===== src/hw/rtl/cdt_pkg.sv =====
// cdt_pkg: shared types, codes and helper functions for the countdown timer.
// Used by cdt_scan, cdt_count and countdown_timer_with_presets; no dependencies.
package cdt_pkg;

  // Run modes
  localparam logic [1:0] MODE_STANDBY = 2'd0;
  localparam logic [1:0] MODE_SETTING = 2'd1;
  localparam logic [1:0] MODE_RUNNING = 2'd2;
  localparam logic [1:0] MODE_PAUSE   = 2'd3;

  // Key codes
  localparam logic [2:0] KEY_NONE  = 3'd0;
  localparam logic [2:0] KEY_ONE   = 3'd1;
  localparam logic [2:0] KEY_TWO   = 3'd2;
  localparam logic [2:0] KEY_THREE = 3'd3;
  localparam logic [2:0] KEY_FOUR  = 3'd4;

  // Edited field codes
  localparam logic [1:0] FIELD_HOURS   = 2'd0;
  localparam logic [1:0] FIELD_MINUTES = 2'd1;
  localparam logic [1:0] FIELD_SECONDS = 2'd2;

  // Configuration register indexes
  localparam logic [1:0] CFG_SCAN_PERIOD  = 2'd0;
  localparam logic [1:0] CFG_LONG_PRESS   = 2'd1;
  localparam logic [1:0] CFG_REPEAT       = 2'd2;
  localparam logic [1:0] CFG_TICKS_PER_S  = 2'd3;

  // Preset store geometry (index width fixed by the preset_number port)
  localparam int PRESETS   = 5;
  localparam int PRESET_W  = 3;

  localparam logic [4:0] HOUR_MAX = 5'd23;
  localparam logic [5:0] MIN_MAX  = 6'd59;

  // Time held as separate fields; always within 00:00:00 to 23:59:59
  typedef struct packed {
    logic [4:0] h;
    logic [5:0] m;
    logic [5:0] s;
  } hms_t;

  typedef struct packed {
    logic [7:0]  scan_period;
    logic [6:0]  long_press_scans;
    logic [4:0]  repeat_scans;
    logic [15:0] ticks_per_second;
  } cfg_t;

  // State touched by a key scan
  typedef struct packed {
    logic [1:0]          mode;
    logic [PRESET_W-1:0] preset_index;
    logic [1:0]          edit_field;
    hms_t                count_time;
    hms_t                edit_time;
    logic [6:0]          hold_count_two;
    logic [6:0]          hold_count_three;
    logic [6:0]          hold_count_four;
    logic                long_done_two;
    logic                long_done_four;
    logic [2:0]          last_key;
  } scan_state_t;

  // State touched by the per-tick countdown
  typedef struct packed {
    logic [1:0]  mode;
    hms_t        count_time;
    logic [15:0] tick_counter;
    logic        led_level;
  } run_state_t;

  // Preset store write request
  typedef struct packed {
    logic                we;
    logic [PRESET_W-1:0] idx;
    hms_t                data;
  } store_wr_t;

  function automatic logic hms_valid(hms_t t);
    return (t.h <= HOUR_MAX) && (t.m <= MIN_MAX) && (t.s <= MIN_MAX);
  endfunction

  function automatic logic hms_nonzero(hms_t t);
    return (t.h != '0) || (t.m != '0) || (t.s != '0);
  endfunction

  // Raise one field, wrapping at its top value
  function automatic hms_t hms_raise(hms_t t, logic [1:0] field);
    hms_t r;
    r = t;
    case (field)
      FIELD_HOURS:   r.h = (t.h >= HOUR_MAX) ? 5'd0 : t.h + 5'd1;
      FIELD_MINUTES: r.m = (t.m >= MIN_MAX) ? 6'd0 : t.m + 6'd1;
      FIELD_SECONDS: r.s = (t.s >= MIN_MAX) ? 6'd0 : t.s + 6'd1;
      default: r = t;
    endcase
    return r;
  endfunction

  // One second down with borrow; zero stays zero
  function automatic hms_t hms_dec(hms_t t);
    hms_t r;
    r = t;
    if (t.s != '0) begin
      r.s = t.s - 6'd1;
    end else if (t.m != '0) begin
      r.s = MIN_MAX;
      r.m = t.m - 6'd1;
    end else if (t.h != '0) begin
      r.s = MIN_MAX;
      r.m = MIN_MAX;
      r.h = t.h - 5'd1;
    end
    return r;
  endfunction

endpackage


===== src/hw/rtl/cdt_scan.sv =====
// cdt_scan: key scan step - preset selection, setting, long presses, start/pause.
// Depends on cdt_pkg.
module cdt_scan (
  input  logic [2:0]          key,
  input  cdt_pkg::cfg_t       cfg,
  input  cdt_pkg::scan_state_t cur,
  input  cdt_pkg::hms_t       store [cdt_pkg::PRESETS],
  output cdt_pkg::scan_state_t nxt,
  output cdt_pkg::store_wr_t  wr
);

  logic [2:0]    key_v;
  logic [2:0]    edge_key;
  logic [6:0]    repeat_top;
  cdt_pkg::hms_t rd_entry;
  cdt_pkg::hms_t load_val;
  cdt_pkg::scan_state_t st;
  cdt_pkg::store_wr_t   w;

  assign repeat_top = cfg.long_press_scans + {2'b00, cfg.repeat_scans};

  always_comb begin
    st = cur;
    w  = '0;

    // Codes above key four count as no key
    key_v    = (key > cdt_pkg::KEY_FOUR) ? cdt_pkg::KEY_NONE : key;
    edge_key = (key_v != cdt_pkg::KEY_NONE && key_v != cur.last_key) ? key_v
                                                                     : cdt_pkg::KEY_NONE;
    st.last_key = key_v;

    // Key one: next preset
    if ((st.mode == cdt_pkg::MODE_STANDBY || st.mode == cdt_pkg::MODE_SETTING) &&
        edge_key == cdt_pkg::KEY_ONE) begin
      st.preset_index = (st.preset_index == cdt_pkg::PRESET_W'(cdt_pkg::PRESETS - 1)) ?
                        '0 : st.preset_index + 1'b1;
    end

    // Entry read at the (possibly new) index; out-of-range entries load as zero
    rd_entry = store[st.preset_index];
    load_val = cdt_pkg::hms_valid(rd_entry) ? rd_entry : '0;

    if ((cur.mode == cdt_pkg::MODE_STANDBY || cur.mode == cdt_pkg::MODE_SETTING) &&
        edge_key == cdt_pkg::KEY_ONE) begin
      st.count_time = load_val;
    end

    // Key three: raise field, auto-repeat after a long hold
    if (key_v != cdt_pkg::KEY_THREE) begin
      st.hold_count_three = '0;
    end
    if (edge_key == cdt_pkg::KEY_THREE) begin
      if (st.mode == cdt_pkg::MODE_SETTING) begin
        st.edit_time = cdt_pkg::hms_raise(st.edit_time, st.edit_field);
      end
    end else if (st.mode == cdt_pkg::MODE_SETTING && key_v == cdt_pkg::KEY_THREE) begin
      if (st.hold_count_three < cfg.long_press_scans) begin
        st.hold_count_three = st.hold_count_three + 7'd1;
      end
    end
    if (st.mode == cdt_pkg::MODE_SETTING && key_v == cdt_pkg::KEY_THREE &&
        st.hold_count_three >= cfg.long_press_scans) begin
      st.hold_count_three = st.hold_count_three + 7'd1;
      if (st.hold_count_three == repeat_top) begin
        st.hold_count_three = cfg.long_press_scans;
        st.edit_time = cdt_pkg::hms_raise(st.edit_time, st.edit_field);
      end
    end

    // Key two: short press enters setting or moves field, long press saves
    if (key_v == cdt_pkg::KEY_TWO) begin
      if (!st.long_done_two) begin
        if (st.hold_count_two < cfg.long_press_scans) begin
          st.hold_count_two = st.hold_count_two + 7'd1;
        end else if (st.hold_count_two == cfg.long_press_scans) begin
          st.long_done_two = 1'b1;
          st.mode          = cdt_pkg::MODE_STANDBY;
          w.we             = 1'b1;
          w.idx            = st.preset_index;
          w.data           = st.edit_time;
          // Saved value is always in range, so it loads as is
          load_val         = st.edit_time;
          st.count_time    = load_val;
        end
      end
    end else if (st.hold_count_two != '0 || st.long_done_two) begin
      if (!st.long_done_two) begin
        if (st.mode != cdt_pkg::MODE_SETTING) begin
          st.mode       = cdt_pkg::MODE_SETTING;
          st.edit_field = cdt_pkg::FIELD_HOURS;
          st.edit_time  = '0;
        end else begin
          st.edit_field = (st.edit_field == cdt_pkg::FIELD_SECONDS) ?
                          cdt_pkg::FIELD_HOURS : st.edit_field + 2'd1;
        end
      end
      st.hold_count_two = '0;
      st.long_done_two  = 1'b0;
    end

    // Key four: short press starts or pauses, long press resets to the preset
    if (key_v == cdt_pkg::KEY_FOUR) begin
      if (!st.long_done_four) begin
        if (st.hold_count_four < cfg.long_press_scans) begin
          st.hold_count_four = st.hold_count_four + 7'd1;
        end else if (st.hold_count_four == cfg.long_press_scans) begin
          st.long_done_four = 1'b1;
          st.mode           = cdt_pkg::MODE_STANDBY;
          st.count_time     = load_val;
        end
      end
    end else if (st.hold_count_four != '0 || st.long_done_four) begin
      if (!st.long_done_four) begin
        if (st.mode == cdt_pkg::MODE_RUNNING) begin
          st.mode = cdt_pkg::MODE_PAUSE;
        end else begin
          if (st.mode == cdt_pkg::MODE_STANDBY) begin
            st.count_time = load_val;
          end else if (st.mode == cdt_pkg::MODE_SETTING) begin
            st.count_time = st.edit_time;
          end
          if (cdt_pkg::hms_nonzero(st.count_time)) begin
            st.mode = cdt_pkg::MODE_RUNNING;
          end
        end
      end
      st.hold_count_four = '0;
      st.long_done_four  = 1'b0;
    end
  end

  assign nxt = st;
  assign wr  = w;

endmodule


===== src/hw/rtl/cdt_count.sv =====
// cdt_count: per-tick countdown - tick counter, led toggle, one-second step.
// Depends on cdt_pkg.
module cdt_count (
  input  logic [15:0]        ticks_per_second,
  input  cdt_pkg::run_state_t cur,
  output cdt_pkg::run_state_t nxt
);

  logic [15:0] half_period;
  cdt_pkg::run_state_t st;

  assign half_period = ticks_per_second >> 1;

  always_comb begin
    st = cur;
    if (st.mode == cdt_pkg::MODE_RUNNING) begin
      st.tick_counter = st.tick_counter + 16'd1;
      // Led toggles on each half second
      if (st.tick_counter == half_period || st.tick_counter == ticks_per_second) begin
        st.led_level = ~st.led_level;
      end
      // Whole second taken
      if (st.tick_counter == ticks_per_second) begin
        st.tick_counter = '0;
        st.count_time   = cdt_pkg::hms_dec(st.count_time);
        if (!cdt_pkg::hms_nonzero(st.count_time)) begin
          st.mode = cdt_pkg::MODE_STANDBY;
        end
      end
    end
    if (st.mode != cdt_pkg::MODE_RUNNING) begin
      st.led_level = 1'b0;
    end
  end

  assign nxt = st;

endmodule


===== src/hw/rtl/countdown_timer_with_presets.sv =====
// Countdown timer, HH:MM:SS, with five stored presets; one input item per tick.
// The block takes one tick in every clock cycle while the result side accepts results, and returns
// one result per tick. Each tick is held in the input register until a single pass of scan
// and countdown logic fills the result register. The input register can take a new tick
// while a finished result waits, but holds it until that result is taken. The five-entry preset
// store sits in flip-flops that reset clears at once, so the block is ready in the
// first cycle after reset. Configuration writes are taken in any cycle.
// Depends on cdt_pkg, cdt_scan and cdt_count.
module countdown_timer_with_presets (
  input  logic        clk,
  input  logic        rst,
  // Tick channel
  input  logic        in_valid,
  output logic        in_ready,
  input  logic [2:0]  key_held,
  // Result channel
  output logic        out_valid,
  input  logic        out_ready,
  output logic [1:0]  run_state,
  output logic [4:0]  shown_hours,
  output logic [5:0]  shown_minutes,
  output logic [5:0]  shown_seconds,
  output logic [1:0]  field_selected,
  output logic [2:0]  preset_number,
  output logic        led_on,
  output logic        drive_enable,
  // Configuration write channel
  input  logic        cfg_valid,
  output logic        cfg_ready,
  input  logic [1:0]  cfg_index,
  input  logic [15:0] cfg_data
);

  cdt_pkg::cfg_t        cfg;
  cdt_pkg::scan_state_t scan_st;
  cdt_pkg::scan_state_t scan_next;
  cdt_pkg::scan_state_t scan_post;
  cdt_pkg::scan_state_t scan_keep;
  cdt_pkg::run_state_t  run_in;
  cdt_pkg::run_state_t  run_next;
  cdt_pkg::store_wr_t   scan_wr;
  cdt_pkg::hms_t        store [cdt_pkg::PRESETS];
  cdt_pkg::hms_t        shown_next;

  logic [15:0] tick_counter;
  logic        led_level;
  logic [7:0]  scan_prescaler;
  logic [7:0]  prescaler_inc;
  logic        scan_hit;

  logic        s1_valid;
  logic [2:0]  s1_key;
  logic        advance;

  // Configuration registers
  assign cfg_ready = 1'b1;

  always_ff @(posedge clk) begin
    if (rst) begin
      cfg.scan_period      <= 8'd10;
      cfg.long_press_scans <= 7'd80;
      cfg.repeat_scans     <= 5'd10;
      cfg.ticks_per_second <= 16'd1000;
    end else if (cfg_valid && cfg_ready) begin
      case (cfg_index)
        cdt_pkg::CFG_SCAN_PERIOD: cfg.scan_period      <= cfg_data[7:0];
        cdt_pkg::CFG_LONG_PRESS:  cfg.long_press_scans <= cfg_data[6:0];
        cdt_pkg::CFG_REPEAT:      cfg.repeat_scans     <= cfg_data[4:0];
        cdt_pkg::CFG_TICKS_PER_S: cfg.ticks_per_second <= cfg_data;
        default: cfg <= cfg;
      endcase
    end
  end

  // Input register; moves on when the result register is free or being emptied
  assign advance  = s1_valid && (!out_valid || out_ready);
  assign in_ready = !s1_valid || advance;

  always_ff @(posedge clk) begin
    if (rst) begin
      s1_valid <= 1'b0;
    end else if (in_ready) begin
      s1_valid <= in_valid;
    end
  end

  always_ff @(posedge clk) begin
    if (in_valid && in_ready) begin
      s1_key <= key_held;
    end
  end

  // Scan prescaler
  assign prescaler_inc = scan_prescaler + 8'd1;
  assign scan_hit      = (prescaler_inc == cfg.scan_period);

  cdt_scan u_scan (
    .key  (s1_key),
    .cfg  (cfg),
    .cur  (scan_st),
    .store(store),
    .nxt  (scan_next),
    .wr   (scan_wr)
  );

  assign scan_post = scan_hit ? scan_next : scan_st;

  assign run_in.mode         = scan_post.mode;
  assign run_in.count_time   = scan_post.count_time;
  assign run_in.tick_counter = tick_counter;
  assign run_in.led_level    = led_level;

  cdt_count u_count (
    .ticks_per_second(cfg.ticks_per_second),
    .cur             (run_in),
    .nxt             (run_next)
  );

  // Scan state with mode and time taken from the countdown
  always_comb begin
    scan_keep            = scan_post;
    scan_keep.mode       = run_next.mode;
    scan_keep.count_time = run_next.count_time;
  end

  // Timer state update, one tick per transfer out of the input register
  always_ff @(posedge clk) begin
    if (rst) begin
      scan_st        <= '0;
      tick_counter   <= '0;
      led_level      <= 1'b0;
      scan_prescaler <= '0;
    end else if (advance) begin
      scan_st        <= scan_keep;
      tick_counter   <= run_next.tick_counter;
      led_level      <= run_next.led_level;
      scan_prescaler <= scan_hit ? 8'd0 : prescaler_inc;
    end
  end

  // Preset store
  always_ff @(posedge clk) begin
    if (rst) begin
      for (int i = 0; i < cdt_pkg::PRESETS; i++) begin
        store[i] <= '0;
      end
    end else if (advance && scan_hit && scan_wr.we) begin
      store[scan_wr.idx] <= scan_wr.data;
    end
  end

  // Result register
  assign shown_next = (run_next.mode == cdt_pkg::MODE_SETTING) ? scan_post.edit_time
                                                               : run_next.count_time;

  always_ff @(posedge clk) begin
    if (rst) begin
      out_valid <= 1'b0;
    end else if (advance) begin
      out_valid <= 1'b1;
    end else if (out_ready) begin
      out_valid <= 1'b0;
    end
  end

  always_ff @(posedge clk) begin
    if (advance) begin
      run_state      <= run_next.mode;
      shown_hours    <= shown_next.h;
      shown_minutes  <= shown_next.m;
      shown_seconds  <= shown_next.s;
      field_selected <= scan_post.edit_field;
      preset_number  <= scan_post.preset_index;
      led_on         <= run_next.led_level;
      drive_enable   <= (run_next.mode == cdt_pkg::MODE_RUNNING);
    end
  end

  // Checks
  a_drive_matches_mode: assert property (@(posedge clk) disable iff (rst)
    out_valid |-> (drive_enable == (run_state == cdt_pkg::MODE_RUNNING)))
    else $error("drive_enable disagrees with run_state");

  a_led_only_running: assert property (@(posedge clk) disable iff (rst)
    (out_valid && led_on) |-> drive_enable)
    else $error("led lit outside running");

  a_state_holds_when_stalled: assert property (@(posedge clk) disable iff (rst)
    !advance |=> ($stable(scan_st) && $stable(tick_counter)))
    else $error("timer state moved without a tick");

  a_field_in_range: assert property (@(posedge clk) disable iff (rst)
    scan_st.edit_field != 2'd3)
    else $error("edited field out of range");

  a_result_follows_tick: assert property (@(posedge clk) disable iff (rst)
    advance |=> out_valid)
    else $error("tick left no result");

endmodule

===== config.mk =====
export PLATFORM = sky130hd
export DESIGN_NAME = countdown_timer_with_presets
export DESIGN_NICKNAME = d
export VERILOG_FILES = /design/src/hw/rtl/cdt_pkg.sv /design/src/hw/rtl/cdt_scan.sv /design/src/hw/rtl/cdt_count.sv /design/src/hw/rtl/countdown_timer_with_presets.sv
export SDC_FILE = /design/constraint.sdc
export NUM_CORES = 1
export LEC_CHECK = 0
export ABC_AREA = 1
export BUFFER_PORTS_ARGS = -buffer_cell sky130_fd_sc_hd__buf_4
export CAP_MARGIN = 30
export CORE_MARGIN = 1.5
export CORE_UTILIZATION = 34
export DETAILED_ROUTE_END_ITERATION = 7
export PLACE_DENSITY_LB_ADDON = 0.25
export SLEW_MARGIN = 20
export SYNTH_ARGS = -nofsm -noshare
export SYNTH_HDL_FRONTEND = slang
export SYNTH_HIERARCHICAL = 1
export SYNTH_SLANG_ARGS = --single-unit

===== constraint.sdc =====
create_clock -name clk -period 15.4 [get_ports clk]
set_input_delay 0.77 -clock clk [delete_from_list [all_inputs] [get_ports clk]]
set_output_delay 0.77 -clock clk [all_outputs]
set_load 0.005 [all_outputs]

==> summary.md, run 1 <==
| Metric | Value |
|---|---|
| Die height | `between 200 and 250 um` |
| Outcome | `complete, no violations` |
| Slowest CP cell | `edfxtp_1` |
| Pre-Repair DR Iteration Count | `6` |
| Reg2Reg Setup Slack | `7.05 ns` |
| Final hold violations | `0` |
| Synth Cell Area | `~18000 um^2` |
| Total clock sinks | `roughly 240` |
| Critical Path End | `shown_hours[0]` |
| Core area | `roughly 54000 um^2` |
| Final period util | `0.542` |
| Synth top area share | `0.233` |
| Power per cell area | `79.9 nW/um^2` |
| CP max FO | `19` |
| Delay of the slowest cell on the worst path | `0.50 ns` |
| FP Rows | `85` |
| Post-synthesis xor/xnor area fraction | `0.0102` |
| Vias after detailed routing | `~20k` |
| Pins Over Slew Limit | `0` |
| TritonCTS buffer count | `30` |
| Clk buf depth | `3` |
| Syn Inst Count | `about 3k` |
| Total of max-cap violations | `0` |
| Ys flop type | `dfxtp_1` |
| Leak | `~9 nW` |
| Compound-gate portion of the synthesized area | `0.113` |
| Placer Congestion | `between 0.9 and 1` |
| FF-to-FF path depth | `50` |
| I/O pin count | `55` |
| Crit path time final | `8.35 ns` |
| Rel. slew slack | `0.353` |
| CP delay by family, top | `simple AND/OR/NAND/NOR gates` |
| Synth Warn # | `6` |
| CP arrival | `8.66 ns` |
| Clock latency on the worst-skew pair | `between 0.6 and 0.7 ns` |
| GRT Total Usage | `0.212` |
| Uppermost routed layer | `met4` |
| #FFs+latches synth | `244` |
| Largest net degree at the start of global routing | `between 100 and 150` |
| Avg WL per Cell | `between 15 and 20 um` |
| Post-CTS resize count | `0` |
| Area Overhead vs Synth | `9.72%` |
| Slew @ Worst Pin | `0.970 ns` |
| Wirelength, routed | `60100 um` |
| Metal2 WL | `25700 um` |
| Crit Path Class | `reg -> reg` |
| Die Span X | `236 um` |
| Reg-to-reg startpoint | `s1_key[2]` |
| Mux share of post-synthesis cell area | `0` |
| Post-synth EDFFs | `29` |
| Critical Path Source Type | `flop` |
| PortBufs | `53` |
| Crit end category | `flop` |
| Fraction of registers with async set/reset | `0` |
| Layout Nets | `between 3k and 4k` |
| Hold buffers post-CTS | `0` |
| Clock Tree Root | `clkbuf_16` |
| Grt total ovfl | `0` |
| Fraction of the mapped netlist area in simple logic gates | `0.461` |
| Peak supply drop | `between 0.00008 and 0.00009 V` |
| Post-synth cell types | `60` |
| DR DRC count | `0` |
| RSZ-0062 raised after global routing | `no` |
| Initial antenna violation count | `0` |
| Clock Skew | `0.0632 ns` |
| Post-Route Utilization | `0.377` |
| Layout cells sized above 1 | `0.0777` |
| TNS Setup | `0 ns` |
| Hold Path Class | `in -> reg` |
| H-tree depth | `1` |
| Main combinational cell family by area after synthesis | `simple AND/OR/NAND/NOR gates` |
| TritonCTS clock tree | `built` |
| Worst Setup SP | `s1_key[2]` |
| Synth area leaders | `dfxtp_1 (23%), nand2_1 (16%), nor2_1 (13%), nand3_1 (6.6%), inv_1 (5.9%)` |
| Vias per inst | `just over 5` |
| Fillers | `between 5k and 6k` |
| Req. time, crit path | `15.71 ns` |
| Buf+Inv Stages, Crit Path | `9` |
| DIE AREA | `~56000 um^2` |
| Initial Util | `0.344` |
| WP depth | `50` |
| Post-synthesis adder-cell area fraction | `0.0342` |
| Wl on met1 | `between 20000 and 30000 um` |
| Reg2reg end | `shown_hours[0]` |
| Leading area contributor after synthesis | `dfxtp_1` |
| Post-synthesis sequential area ratio | `0.280` |
| Peak Freq | `around 0.12 GHz` |
| Syn Nets | `between 3k and 4k` |
| First-pass GRT wire length | `roughly 97000 um` |
| Routed Antenna Nets | `0` |
| # setup viols final | `0` |
| DP Wirelength | `41800 um` |
| Vias in the first global route | `17.7k` |
| DR WL met3 | `~3800 um` |
| Ant diodes | `0` |
| Number of DRC markers in iteration 0 | `1770` |
| Avg Inst Size Synth | `roughly 6.0 um^2` |
| CP most frequent cell | `nand2_1` |
| Setup Fix Bufs, Post-CTS | `0` |
| Clock Pin Slew Worst Setup and Hold Paths | `0.06 ns` |
-- area by class of cell --
class	instances	area, um^2	area share
tap	696	871	0.0429
inverter	316	1200	0.0590
timing repair buffer	77	576	0.0284
sequential	244	5170	0.255
multi-input combinational	2396	11500	0.567
clock buffer	41	845	0.0416
clock inverter	15	128	0.00629
-- how the worst min path moves through the flow --
| stage | startpoint | endpoint | slack, ns | depth (start not counted) |
|---|---|---|---|---|
| after CTS | cfg_data[8] | cfg[8] | 0.35 | 3 |
| after detailed placement | store[54] | store[54] | 0.46 | 2 |
| after global placement | store[58] | store[58] | 0.46 | 2 |
| final | cfg_data[8] | cfg[8] | 0.37 | 3 |
| after global routing | key_held[2] | s1_key[2] | 0.37 | 1 |
| after floorplan | cfg[19] | cfg[19] | 0.44 | 2 |
-- cell usage in the layout (no fill, tap or decap), types with 16 or more instances in the layout --
| cell type | n |
|---|---|
| nand3_1 | 244 |
| clkbuf_16 | 32 |
| nor2_1 | 617 |
| dfxtp_1 | 215 |
| o21ai_1 | 22 |
| o22ai_1 | 16 |
| nand4_1 | 132 |
| a21oi_1 | 108 |
| edfxtp_1 | 29 |
| nor2_4 | 16 |
| nand2_2 | 19 |
| buf_4 | 76 |
| o21ai_0 | 187 |
| inv_1 | 288 |
| o211ai_1 | 23 |
| inv_2 | 18 |
| nor3_1 | 36 |
| nand2_1 | 803 |
| ha_1 | 49 |
-- metrics by stage --
step           hold slack [ns]  setup slack (ns)  power (mW)  instances  cell area (um^2)
2_1_floorplan            0.435              8.81       0.861       3087             18500
3_3_place_gp             0.457              7.26       0.933       3728             19300
3_5_place_dp             0.464              7.18       0.932       3729             19300
4_1_cts                  0.353              7.14        1.63       3785             20300
5_1_grt                  0.369              6.08        1.70       3785             20300
6_report                 0.375              7.05        1.62       3785             20300
-- Yosys cell counts (5+ instances only) --
cell type,number
a21oi_1,108
a31oi_1,5
buf_1,18
buf_2,14
buf_4,10
buf_6,18
clkbuf_1,71
clkinv_1,7
dfxtp_1,215
edfxtp_1,29
ha_1,49
inv_1,289
inv_2,17
nand2_1,803
nand2_2,19
nand3_1,244
nand3_2,8
nand3b_1,15
nand4_1,132
nor2_1,618
nor2_2,13
nor2_4,15
nor3_1,42
o211ai_1,23
o21ai_0,187
o21ai_1,22
o21ai_2,5
o22ai_1,16
or2_2,8
xnor2_1,5
xor2_1,14
-- layer usage --
metal	GRT usage	up-vias
met1	0.304	8878
li1	-	9983
met2	0.329	592
met4	0.0571	0
met5	0	-
met3	0.0323	89
-- power breakdown --
group	switching (mW)	internal, mW	total [mW]
combinational	0.161	0.0808	0.242
clock	0.299	0.401	0.700
sequential	0.0172	0.662	0.679
-- state kept, by name, summed over array words and instances, names as in the netlist --
register        count
scan_st            67
s1_valid            1
drive_enable        1
tick_counter       16
led_on              1
out_valid           1
shown_hours         5
shown_seconds       6
store              85
run_state           2
scan_prescaler      8
field_selected      2
led_level           1
shown_minutes       6
s1_key              3
cfg                36
preset_number       3
-- logic make-up (layout without fill, tap and decap cells) --
| kind of cell | count (synthesis) | count (layout) |
|---|---|---|
| xor+xnor | 20 | 20 |
| fa+ha+maj | 50 | 50 |
| other cells | 1 | 1 |
| simple gates | 1941 | 1941 |
| flops | 244 | 244 |
| compound gates | 384 | 384 |
| buf+inv | 447 | 449 |
-- worst reg2reg max path, delay by kind of cell, from the launching register on --
family          cells  cell delay [ns]
simple gates       29             3.90
buf+inv             9             1.65
compound gates      9             1.24
fa+ha+maj           3             0.82
flops               1             0.50
(Power assumes the default switching activity.)
==> inputs of run 2 (changes only) <==
clock period = 8.4 ns   (was 15.4 ns; I/O delays follow)
==> summary.md, run 2 (synthesis results as in run 1) <==
| Metric | Value |
|---|---|
| Wirelength, routed | `61900 um (+2.9%)` |
| Final period util | `0.908 (+0.366)` |
| Layout cells sized above 1 | `0.0823 (+0.00462)` |
| Largest net degree at the start of global routing | `118 (+16%)` |
| Reg power frac | `0.415 (-0.004)` |
| Fillers | `5971 (+0.96%)` |
| Req. time, crit path | `8.75 ns (-6.96 ns)` |
| Switching Share | `0.298 (+0.00359)` |
| CP arrival | `7.98 ns (-0.68 ns)` |
| Avg WL per Cell | `16.3 um (+2.7%)` |
| First-pass GRT wire length | `99600 um (+2.6%)` |
| Layout Nets | `3153 (+0.38%)` |
| Total of max-cap violations | `0 (unchanged)` |
| Initial Util | `0.344 (unchanged)` |
| Ant diodes | `0 (unchanged)` |
| Hold Path Class | `in -> reg` |
| Area Overhead vs Synth | `10.4%` |
| I/O pin count | `55 (unchanged)` |
| FP Rows | `85 (unchanged)` |
| RSZ-0062 raised after global routing | `no` |
| Clock latency on the worst-skew pair | `0.61 ns (about the same)` |
| Pre-Repair DR Iteration Count | `5 (-1)` |
| Routed Antenna Nets | `0 (unchanged)` |
| Worst Setup SP | `s1_key[2]` |
| Crit path time final | `7.62 ns (-0.722 ns)` |
| CP max FO | `20 (+1)` |
| Clk buf depth | `3 (unchanged)` |
| Power per cell area | `147 nW/um^2 (+84%)` |
| CP most frequent cell | `nand2_1` |
| Clock Pin Slew Worst Setup and Hold Paths | `0.06 ns (about the same)` |
| Rel. slew slack | `0.335 (-0.0185)` |
| Number of DRC markers in iteration 0 | `2004 (+13%)` |
| Total clock sinks | `244 (unchanged)` |
| Leak | `9.17 nW (+0.76%)` |
| Clock Skew | `0.0247 ns (-0.0385 ns)` |
| Outcome | `complete, no violations` |
| Pre-CTS setup slack | `0.581 ns (-6.60 ns)` |
| Critical Path Source Type | `flop` |
| Clock Tree Root | `clkbuf_16` |
| Clock Power Share | `0.435 (+0.003)` |
| Die Span X | `236 um (unchanged)` |
| Crit end category | `flop` |
| Core area | `53800 um^2 (unchanged)` |
| PortBufs | `53 (unchanged)` |
| DR DRC count | `0 (unchanged)` |
| DP Wirelength | `42600 um (+2.0%)` |
| Pins Over Slew Limit | `0 (unchanged)` |
| Most flop-heavy register | `store` |
| HP Start | `cfg_data[12]` |
| Final hold violations | `0 (unchanged)` |
| Die height | `236 um (unchanged)` |
| Most common cell after layout, fill and taps aside | `nand2_1` |
| Placer Congestion | `0.929 (+1.1%)` |
| DIE AREA | `55800 um^2 (unchanged)` |
| Slowest CP cell | `edfxtp_1` |
| GRT Total Usage | `0.218 (+0.00595)` |
| Peak supply drop | `0.000163 V (+84%)` |
| Vias after detailed routing | `19.6k (+0.40%)` |
| PnR worst setup slack | `0.776 ns (-6.28 ns)` |
| Reg-to-reg startpoint | `s1_key[2]` |
| TNS Setup | `0 ns (unchanged)` |
| Crit Path Class | `reg -> reg` |
| TritonCTS buffer count | `31 (+3.3%)` |
| Initial antenna violation count | `0 (unchanged)` |
| Peak Freq | `0.131 GHz (+9.5%)` |
| Grt total ovfl | `0 (unchanged)` |
| Comb power frac | `0.151 (+0.002)` |
| Net Sw Power | `0.895 mW (+88%)` |
| Largest regs | `store: 85 flops, scan_st: 67 flops, cfg: 36 flops` |
| Vias per inst | `5.17 (+0.17%)` |
| TritonCTS clock tree | `built` |
| Max reg flops | `85 (unchanged)` |
| Int Pwr | `2.11 mW (+84%)` |
| Delay of the slowest cell on the worst path | `0.49 ns (about the same)` |
| Slew @ Worst Pin | `0.995 ns (+0.0246 ns)` |
| Commonest cells after routing, fill and taps aside | `nand2_1 (802), nor2_1 (617), inv_1 (288)` |
| H-tree depth | `1 (unchanged)` |
| # setup viols final | `0 (unchanged)` |
| Vias in the first global route | `17.7k (-0.0056%)` |
==> run 2: cell types whose count changed in the layout (fill, tap and decap cells not counted), sizes merged <==
cell and change:
buf +8, clkinv -5, dlygate4sd3 +3, inv +3
==> run 2: worst paths after layout <==
check / slack, ns / to / depth (start not counted)
max: 0.78 / shown_seconds[4] / 52
min: 0.05 / cfg[12] / 3
min reg2reg: 0.48 / store[54] / 2
max reg2reg: 0.78 / shown_seconds[4] / 52
==> run 2: through the flow <==
| stage | cells | hold WS [ns] | instance area [um^2] | total power [mW] | util |
|---|---|---|---|---|---|
| 2_1_floorplan | 3087 | 0.435 | 18500 | 1.58 | - |
| 4_1_cts | 3792 | 0.0135 | 20400 | 3.03 | 0.378 |
| 3_5_place_dp | 3735 | 0.467 | 19400 | 1.71 | 0.360 |
| 5_1_grt | 3794 | 0.0517 | 20400 | 3.15 | 0.380 |
| 6_report | 3794 | 0.0481 | 20400 | 3.00 | 0.380 |
| 3_3_place_gp | 3734 | 0.457 | 19400 | 1.72 | 0.360 |
==> run 2: repair_timing <==
item	4_1_cts	5_1_grt
resized for setup	0	6
hold buffers	3	0
endpoints found under the hold margin	3	0
endpoints found under the setup margin	0	17
setup buffers	0	1
==> run 2: critical path, delay by kind of cell (launching register included) <==
kind / cells / cell delay (ns)
buffers and inverters: 7 / 0.95
adders and majority gates: 3 / 0.66
DFF: 1 / 0.49
and+or+nand+nor: 35 / 4.38
AOI/OAI and AO/OA: 7 / 0.89
==> run 2: metal layers <==
| metal | routed length, um | up-vias | track usage |
|---|---|---|---|
| met4 | 1330 | 0 | 0.0507 |
| li1 | - | 10000 | - |
| met3 | 3820 | 87 | 0.0267 |
| met2 | 26700 | 591 | 0.343 |
| met5 | 0 | - | 0 |
| met1 | 30100 | 8923 | 0.316 |
==> run 2: area by class of cell <==
cell class	instances	area [um^2]	area share
Inverter	316	1200	0.0588
Clock inverter	13	116	0.00570
Timing Repair Buffer	88	691	0.0338
Multi-Input combinational cell	2396	11500	0.564
Sequential cell	244	5170	0.253
Tap cell	696	871	0.0426
Clock buffer	41	853	0.0418
==> run 2: power by group through the flow <==
stage / combinational (mW) / sequential, mW / clock, mW
global route: 0.513 / 1.25 / 1.39
detailed placement: 0.441 / 1.27 / 0
global placement: 0.446 / 1.27 / 0
finish: 0.452 / 1.25 / 1.31
CTS: 0.445 / 1.25 / 1.34
floorplan: 0.319 / 1.26 / 0
